--- src/rtl/sorted_stream_group_count_top_assert.svh ---
// assertion macros for the sorted stream group count block
`ifndef SORTED_STREAM_GROUP_COUNT_TOP_ASSERT_SVH
`define SORTED_STREAM_GROUP_COUNT_TOP_ASSERT_SVH

// same-cycle implication, checked outside reset
`define SGC_ASSERT_IMP(lbl, ante, cons, msg) \
  lbl: assert property (@(posedge clk) disable iff (rst) (ante) |-> (cons)) \
    else $error(msg);

// next-cycle implication, checked outside reset
`define SGC_ASSERT_NEXT(lbl, ante, cons, msg) \
  lbl: assert property (@(posedge clk) disable iff (rst) (ante) |=> (cons)) \
    else $error(msg);

`endif

--- src/rtl/sgc_pkg.sv ---
// shared types and constants for the sorted stream group count block
`default_nettype none
package sgc_pkg;

  localparam int MAX_KEYS          = 4;
  localparam int COLUMN_WIDTH_DEF  = 32;
  localparam int COUNT_W           = 32;
  localparam int GC_W              = 3;
  localparam int OFFSET_W          = 3;
  localparam int CFG_INDEX_W       = 1;
  localparam int CFG_DATA_W        = 3;

  localparam logic [CFG_INDEX_W-1:0] REG_KEY_COLS        = 1'd0;
  localparam logic [CFG_INDEX_W-1:0] REG_USE_OFFSET_MODE = 1'd1;

  localparam logic [GC_W-1:0] KEY_COLS_RST = 3'd1;

  typedef struct packed {
    logic            use_offset;
    logic [GC_W-1:0] ncols;
  } sgc_mode_t;

endpackage
`default_nettype wire

--- src/rtl/sgc_lane.sv ---
// one key column lane: held column, compare and masked output
`default_nettype none
module sgc_lane #(
  parameter int COLUMN_WIDTH = sgc_pkg::COLUMN_WIDTH_DEF,
  parameter int LANE         = 0
) (
  input  wire logic                    clk,
  input  wire logic                    load,
  input  wire logic [COLUMN_WIDTH-1:0] key,
  input  wire logic [sgc_pkg::GC_W-1:0] ncols,
  output logic                         mismatch,
  output logic [COLUMN_WIDTH-1:0]      group_key
);
  import sgc_pkg::*;

  localparam logic [GC_W-1:0] LANE_IDX = GC_W'(LANE);

  logic [COLUMN_WIDTH-1:0] held_key;
  logic                    active;

  always_ff @(posedge clk) begin
    if (load) begin
      held_key <= key;
    end
  end

  assign active    = LANE_IDX < ncols;
  assign mismatch  = active && (key != held_key);
  assign group_key = active ? held_key : '0;

endmodule
`default_nettype wire

--- src/rtl/sgc_merge.sv ---
// merges lane compare results or the offset code into a group-change flag
`default_nettype none
module sgc_merge (
  input  wire sgc_pkg::sgc_mode_t                mode,
  input  wire logic [sgc_pkg::OFFSET_W-1:0]      diff_offset,
  input  wire logic [sgc_pkg::MAX_KEYS-1:0]      mismatch,
  output logic                                   new_group
);
  import sgc_pkg::*;

  always_comb begin
    if (mode.use_offset) begin
      new_group = diff_offset < mode.ncols;
    end else begin
      new_group = |mismatch;
    end
  end

endmodule
`default_nettype wire

--- src/rtl/sorted_stream_group_count_top.sv ---
// top level of the sorted stream group count block
//
//   channel  handshake             payload
//   in       in_valid / in_ready   action, key_0..key_3, diff_offset
//   out      out_valid / out_ready group_key_0..group_key_3, group_count
//   cfg      cfg_wr_en             cfg_index, cfg_data
//
// one row per cycle while in_ready is high; key lanes compare and the count
// updates in the cycle of the transfer, the finished group is registered
// for out; an output register plus one skid entry decouple out from in;
// in_ready drops only while the skid entry is full
// rst is synchronous: key_cols=1, key compare mode, no open group
`default_nettype none
module sorted_stream_group_count_top #(
  parameter int COLUMN_WIDTH = sgc_pkg::COLUMN_WIDTH_DEF
) (
  input  wire logic                           clk,
  input  wire logic                           rst,
  input  wire logic                           cfg_wr_en,
  input  wire logic [sgc_pkg::CFG_INDEX_W-1:0] cfg_index,
  input  wire logic [sgc_pkg::CFG_DATA_W-1:0]  cfg_data,
  input  wire logic                           in_valid,
  output logic                                in_ready,
  input  wire logic                           action,
  input  wire logic [COLUMN_WIDTH-1:0]        key_0,
  input  wire logic [COLUMN_WIDTH-1:0]        key_1,
  input  wire logic [COLUMN_WIDTH-1:0]        key_2,
  input  wire logic [COLUMN_WIDTH-1:0]        key_3,
  input  wire logic [sgc_pkg::OFFSET_W-1:0]   diff_offset,
  output logic                                out_valid,
  input  wire logic                           out_ready,
  output logic [COLUMN_WIDTH-1:0]             group_key_0,
  output logic [COLUMN_WIDTH-1:0]             group_key_1,
  output logic [COLUMN_WIDTH-1:0]             group_key_2,
  output logic [COLUMN_WIDTH-1:0]             group_key_3,
  output logic [sgc_pkg::COUNT_W-1:0]         group_count
);
  import sgc_pkg::*;

  `include "sorted_stream_group_count_top_assert.svh"

  localparam int RES_W = MAX_KEYS * COLUMN_WIDTH + COUNT_W;
  localparam logic [COUNT_W-1:0] COUNT_MAX = '1;

  logic [GC_W-1:0]          key_cols;
  logic                     use_offset_mode;
  sgc_mode_t                mode;

  logic                     have_group;
  logic [COUNT_W-1:0]       row_count;

  logic [COLUMN_WIDTH-1:0]  key_arr [MAX_KEYS];
  logic [COLUMN_WIDTH-1:0]  gkey_arr [MAX_KEYS];
  logic [MAX_KEYS-1:0]      mismatch;
  logic                     new_group;
  logic                     in_fire;
  logic                     load;
  logic                     emit;
  logic [RES_W-1:0]         res_data;

  logic                     skid_valid;
  logic [RES_W-1:0]         out_data;
  logic [RES_W-1:0]         skid_data;

  // configuration
  always_ff @(posedge clk) begin
    if (rst) begin
      key_cols        <= KEY_COLS_RST;
      use_offset_mode <= 1'b0;
    end else if (cfg_wr_en) begin
      case (cfg_index)
        REG_KEY_COLS:        key_cols        <= cfg_data;
        REG_USE_OFFSET_MODE: use_offset_mode <= cfg_data[0];
        default: ;
      endcase
    end
  end

  assign mode.use_offset = use_offset_mode;
  assign mode.ncols      = (key_cols > GC_W'(MAX_KEYS)) ? GC_W'(MAX_KEYS)
                                                        : key_cols;

  assign key_arr[0] = key_0;
  assign key_arr[1] = key_1;
  assign key_arr[2] = key_2;
  assign key_arr[3] = key_3;

  assign in_ready = !skid_valid;
  assign in_fire  = in_valid && in_ready;
  assign load     = in_fire && !action && (!have_group || new_group);
  assign emit     = in_fire && have_group && (action || new_group);

  for (genvar i = 0; i < MAX_KEYS; i++) begin : g_lane
    sgc_lane #(
      .COLUMN_WIDTH(COLUMN_WIDTH),
      .LANE        (i)
    ) u_lane (
      .clk      (clk),
      .load     (load),
      .key      (key_arr[i]),
      .ncols    (mode.ncols),
      .mismatch (mismatch[i]),
      .group_key(gkey_arr[i])
    );
  end

  sgc_merge u_merge (
    .mode       (mode),
    .diff_offset(diff_offset),
    .mismatch   (mismatch),
    .new_group  (new_group)
  );

  always_comb begin
    res_data[COUNT_W-1:0] = row_count;
    for (int i = 0; i < MAX_KEYS; i++) begin
      res_data[COUNT_W + i*COLUMN_WIDTH +: COLUMN_WIDTH] = gkey_arr[i];
    end
  end

  // open group state
  always_ff @(posedge clk) begin
    if (rst) begin
      have_group <= 1'b0;
      row_count  <= '0;
    end else if (in_fire) begin
      if (action) begin
        have_group <= 1'b0;
        row_count  <= '0;
      end else if (!have_group || new_group) begin
        have_group <= 1'b1;
        row_count  <= COUNT_W'(1);
      end else if (row_count != COUNT_MAX) begin
        row_count  <= row_count + COUNT_W'(1);
      end
    end
  end

  // output register with one skid entry
  always_ff @(posedge clk) begin
    if (rst) begin
      out_valid  <= 1'b0;
      skid_valid <= 1'b0;
    end else if (skid_valid) begin
      if (out_ready) begin
        skid_valid <= 1'b0;
      end
    end else if (emit) begin
      if (!out_valid || out_ready) begin
        out_valid <= 1'b1;
      end else begin
        skid_valid <= 1'b1;
      end
    end else if (out_ready) begin
      out_valid <= 1'b0;
    end
  end

  always_ff @(posedge clk) begin
    if (skid_valid) begin
      if (out_ready) begin
        out_data <= skid_data;
      end
    end else if (emit) begin
      if (!out_valid || out_ready) begin
        out_data <= res_data;
      end else begin
        skid_data <= res_data;
      end
    end
  end

  assign group_count = out_data[COUNT_W-1:0];
  assign group_key_0 = out_data[COUNT_W + 0*COLUMN_WIDTH +: COLUMN_WIDTH];
  assign group_key_1 = out_data[COUNT_W + 1*COLUMN_WIDTH +: COLUMN_WIDTH];
  assign group_key_2 = out_data[COUNT_W + 2*COLUMN_WIDTH +: COLUMN_WIDTH];
  assign group_key_3 = out_data[COUNT_W + 3*COLUMN_WIDTH +: COLUMN_WIDTH];

  `SGC_ASSERT_IMP(a_skid_behind_out, skid_valid, out_valid, "skid full with out empty")
  `SGC_ASSERT_IMP(a_open_count, have_group, row_count != '0, "open group with zero count")
  `SGC_ASSERT_NEXT(a_eos_closes, in_fire && action, !have_group && row_count == '0,
                   "end of stream left a group open")
  `SGC_ASSERT_NEXT(a_row_opens, in_fire && !action, have_group, "row transfer left no group")
  `SGC_ASSERT_NEXT(a_emit_shows, emit, out_valid, "finished group not presented")

endmodule
`default_nettype wire
--- config.mk ---
export PLATFORM = sky130hd
export DESIGN_NAME = sorted_stream_group_count_top
export DESIGN_NICKNAME = d
export VERILOG_FILES = /design/src/rtl/sgc_pkg.sv /design/src/rtl/sgc_lane.sv /design/src/rtl/sgc_merge.sv /design/src/rtl/sorted_stream_group_count_top.sv
export VERILOG_INCLUDE_DIRS = /design/src /design/src/rtl
export SDC_FILE = /design/constraint.sdc
export NUM_CORES = 1
export LEC_CHECK = 0
export BUFFER_PORTS_ARGS = -buffer_cell sky130_fd_sc_hd__buf_4
export CAP_MARGIN = 25
export CORE_UTILIZATION = 30
export CTS_BUF_LIST = sky130_fd_sc_hd__clkbuf_4
export DETAILED_ROUTE_END_ITERATION = 7
export PLACE_DENSITY_LB_ADDON = 0.25
export SLEW_MARGIN = 30
export SYNTH_ARGS = -nofsm -noshare
export SYNTH_HDL_FRONTEND = slang
export SYNTH_SLANG_ARGS = --single-unit
--- constraint.sdc ---
create_clock -name clk -period 17.15 [get_ports clk]
set_input_delay 1.715 -clock clk [delete_from_list [all_inputs] [get_ports clk]]
set_output_delay 1.715 -clock clk [all_outputs]
set_load 0.01 [all_outputs]
==> impl_metrics.tcl <==
set metrics [dict create \
    finalNonFillerCells 2636 \
    syn_area_um2 19930 \
    crit_path_max_fanout 52 \
    fin_skew_ns 0.07106 \
    drt_iter0_markers 562 \
    synth-async-reset-ratio_pct 0 \
    io_pins 303 \
    slew_viol_final 0 \
    grt_overflow 0 \
    synth_cells 1259 \
    start_kind "primary input" \
    finalNetCount 1814 \
    path_class "primary input to flop" \
    clkSinkCount 487 \
    violations "DRC" \
    max-slew-margin-rel_pct 38.27 \
    worst_slack_ns 12.63 \
    ant_nets 0 \
    drc 2 \
    cts-resized-gates 0 \
    dieArea_um2 67450 \
    rows 94 \
    hold_violations 0 \
    grt_first_pass_wirelength_um 76620 \
    root_buffer "clkbuf_4" \
    viasPerCell 4.540 \
    hold_class "flop to flop" \
    finalSetupViolations 0 \
    dieWidth_um 259.7 \
    rsz0062_at_grt "false" \
    drive_above_1_share_pct 40.12 \
    dpl_cell_area_um2 23210 \
    antenna_found_initial 6 \
    cp_slowest_cell "nor4_1" \
    ctsHoldBuffers 0 \
    routedWlPerCell_um 19.32 \
    postLayoutCoreUtil_pct 38.08 \
    portBuffers 302 \
    place_inst 2392 \
    crit_top_cell "buf_4" \
    maxCapViolations 0 \
    fin_crit_sh_pct 26.33 \
    grt_max_degree 76 \
    ys_ff_latch 487 \
    clk_latency_ns 0.96 \
    track_usage_pct 15.26 \
    p_per_area_nw_per_um2 103.9 \
    grt_pass1_vias 12410 \
    cts.clk_slew.worst_paths_ns 0.07 \
    fmax_mhz 221.4 \
    cts_tree "built" \
    yosysWarnings 0 \
    end_kind "flop" \
    tightest_slew_ns 0.9259 \
    syn_nets 1403 \
    syn_to_final_growth_pct 25.66 \
    start_util_pct 30.31 \
    ys_seq_area_share_pct 71.43 \
    crit_family "simple AND/OR/NAND/NOR gates" \
    final_area_um2 25040 \
    path_cells "buf_4, xor2_1, nor4_1, nand4_1, o21ai_1, a41oi_1, nor3b_1, or2_2, nor3b_2, buf_4, buf_4" \
    cts-htree-levels 4 \
    required_ns 17.73 \
    outcome "finished, violations left" \
    die_y_um 259.7 \
    worst-path-buf-inv 3 \
    vias 11970 \
    place.gp.congestion 0.7959 \
    synth.distinct_cells 45 \
    synth-edff-count 448 \
    worstPathArrival_ns 5.09 \
    numCtsBuffers 140 \
    coreArea_um2 65750 \
    dr.pass1.iters 7 \
    cts_buffer_depth 3 \
    peakVddDrop_uv 48.12 \
    synthFlopType "edfxtp_1" \
    drt_wl_total_um 50920 \
    synth.avg_cell_area_um2 15.83 \
    worst_path_largest_cell_delay_ns 0.64 \
    post_cts_buffers 0 \
    tns_ns 0 \
    hpwl_um 32800 \
    leakagePower_uw 0.009489 \
    dp_slack_ns 11.27 \
    fin_crit_ns 4.516 \
]
registers in the layout (all words and copies together) (netlist names):
signal / cells
use_offset_mode: 1
skid_data: 160
out_valid: 1
row_count: 32
have_group: 1
key_cols: 3
g_lane.u_lane.held_key: 128
out_data: 160
skid_valid: 1
worst reg2reg max path, cell delays in order (launching register included):
cell and delay [ns]:
dfxtp_1 0.43, or2_2 0.59, o21ai_1 0.36, a41oi_1 0.46, nor3b_1 0.19, or2_2 0.36, nor3b_2 0.23, buf_4 0.48
buf_4 0.72
cell families after synthesis:
family / share of synthesized area, %
DFF: 71.43
and+or+nand+nor: 10.19
muxes: 9.086
xor gates and xnor gates: 5.670
AOI/OAI and AO/OA: 2.217
buffers and inverters: 1.218
adders and majority gates: 0.1884
metrics by stage:
stage	total power [uW]	hold WS, ns
3_5_place_dp	1518	0.4874
4_1_cts	2656	0.4815
5_1_grt	2730	0.4970
6_report	2600	0.5001
3_3_place_gp	1515	0.4785
2_1_floorplan	1440	0.4029
report_power, final:
group / leakage, uW / internal (uW) / switching [uW]
Sequential: 0.00457 / 1330 / 13.8
Clock: 0.00107 / 613 / 499
Combinational: 0.00385 / 67.6 / 80.0
Total: 0.00949 / 2010 / 593
routing by layer:
layer	routed length (um)	GRT usage [%]
met4	966	5.261
met1	22160	19.33
met2	24160	23.77
met3	3598	5.819
met5	37	0
path summary, 6_finish.rpt:
check               startpoint       endpoint  slack (ns)  cells after the start
setup / recovery     key_1[23]  skid_data[51]       12.63                     11
hold / removal    row_count[8]   skid_data[8]        0.50                      0
setup reg to reg   key_cols[2]  skid_data[51]       12.96                      8
hold reg to reg   row_count[8]   skid_data[8]        0.50                      0
synthesized netlist by cell type (all sizes together), types with 3 or more instances:
master | count | area, um2
nand4b | 3 | 26.28
and2 | 140 | 875.8
nor2 | 27 | 101.4
xor2 | 129 | 1130
buf | 15 | 85.08
inv | 8 | 30.03
a221o | 3 | 30.03
mux2 | 159 | 1790
nor4 | 43 | 281.5
nand3 | 22 | 110.1
a31oi | 11 | 68.82
and4 | 4 | 35.03
edfxtp | 448 | 13450
dfxtp | 39 | 780.8
nand2 | 43 | 161.4
nor4b | 4 | 35.03
a22oi | 4 | 30.03
a21oi | 11 | 55.05
nand4 | 16 | 115.1
and3 | 15 | 93.84
o21ai | 37 | 185.2
nand3b | 3 | 22.52
ha | 3 | 37.54
nor3 | 9 | 45.04
nor2b | 9 | 56.30
clkbuf | 34 | 127.6
cells in the final DEF, fill, tap and decap left out, types with 4 or more instances in the layout:
master     count
nor3_1         8
inv_1          7
diode_2        5
and3_1        15
a22oi_1        4
and4_1         4
buf_4        315
a21oi_1       11
nand2_1       43
edfxtp_1     448
dfxtp_1       39
mux2_2       159
bufinv_16      4
a31oi_1       11
clkinv_2       5
o21ai_0       31
nor4_1        41
nand4_1       15
clkbuf_4     208
nand3_1       22
nor2b_1        9
nor2_1        27
and2_1       140
clkinv_1      17
o21ai_1        6
xor2_1       129
nor4b_1        4
cell type report:
type                            count  area (um2)
Sequential cell                   487       14230
Antenna cell                        5       12.51
Inverter                            8       35.03
Clock inverter                     31       250.2
Timing Repair Buffer              318        2399
Fill cell                        6269       40710
Tap cell                          864        1081
Clock buffer                      208        1562
Multi-Input combinational cell    715        5466
Note: power is estimated with default switching activity, not from simulation.
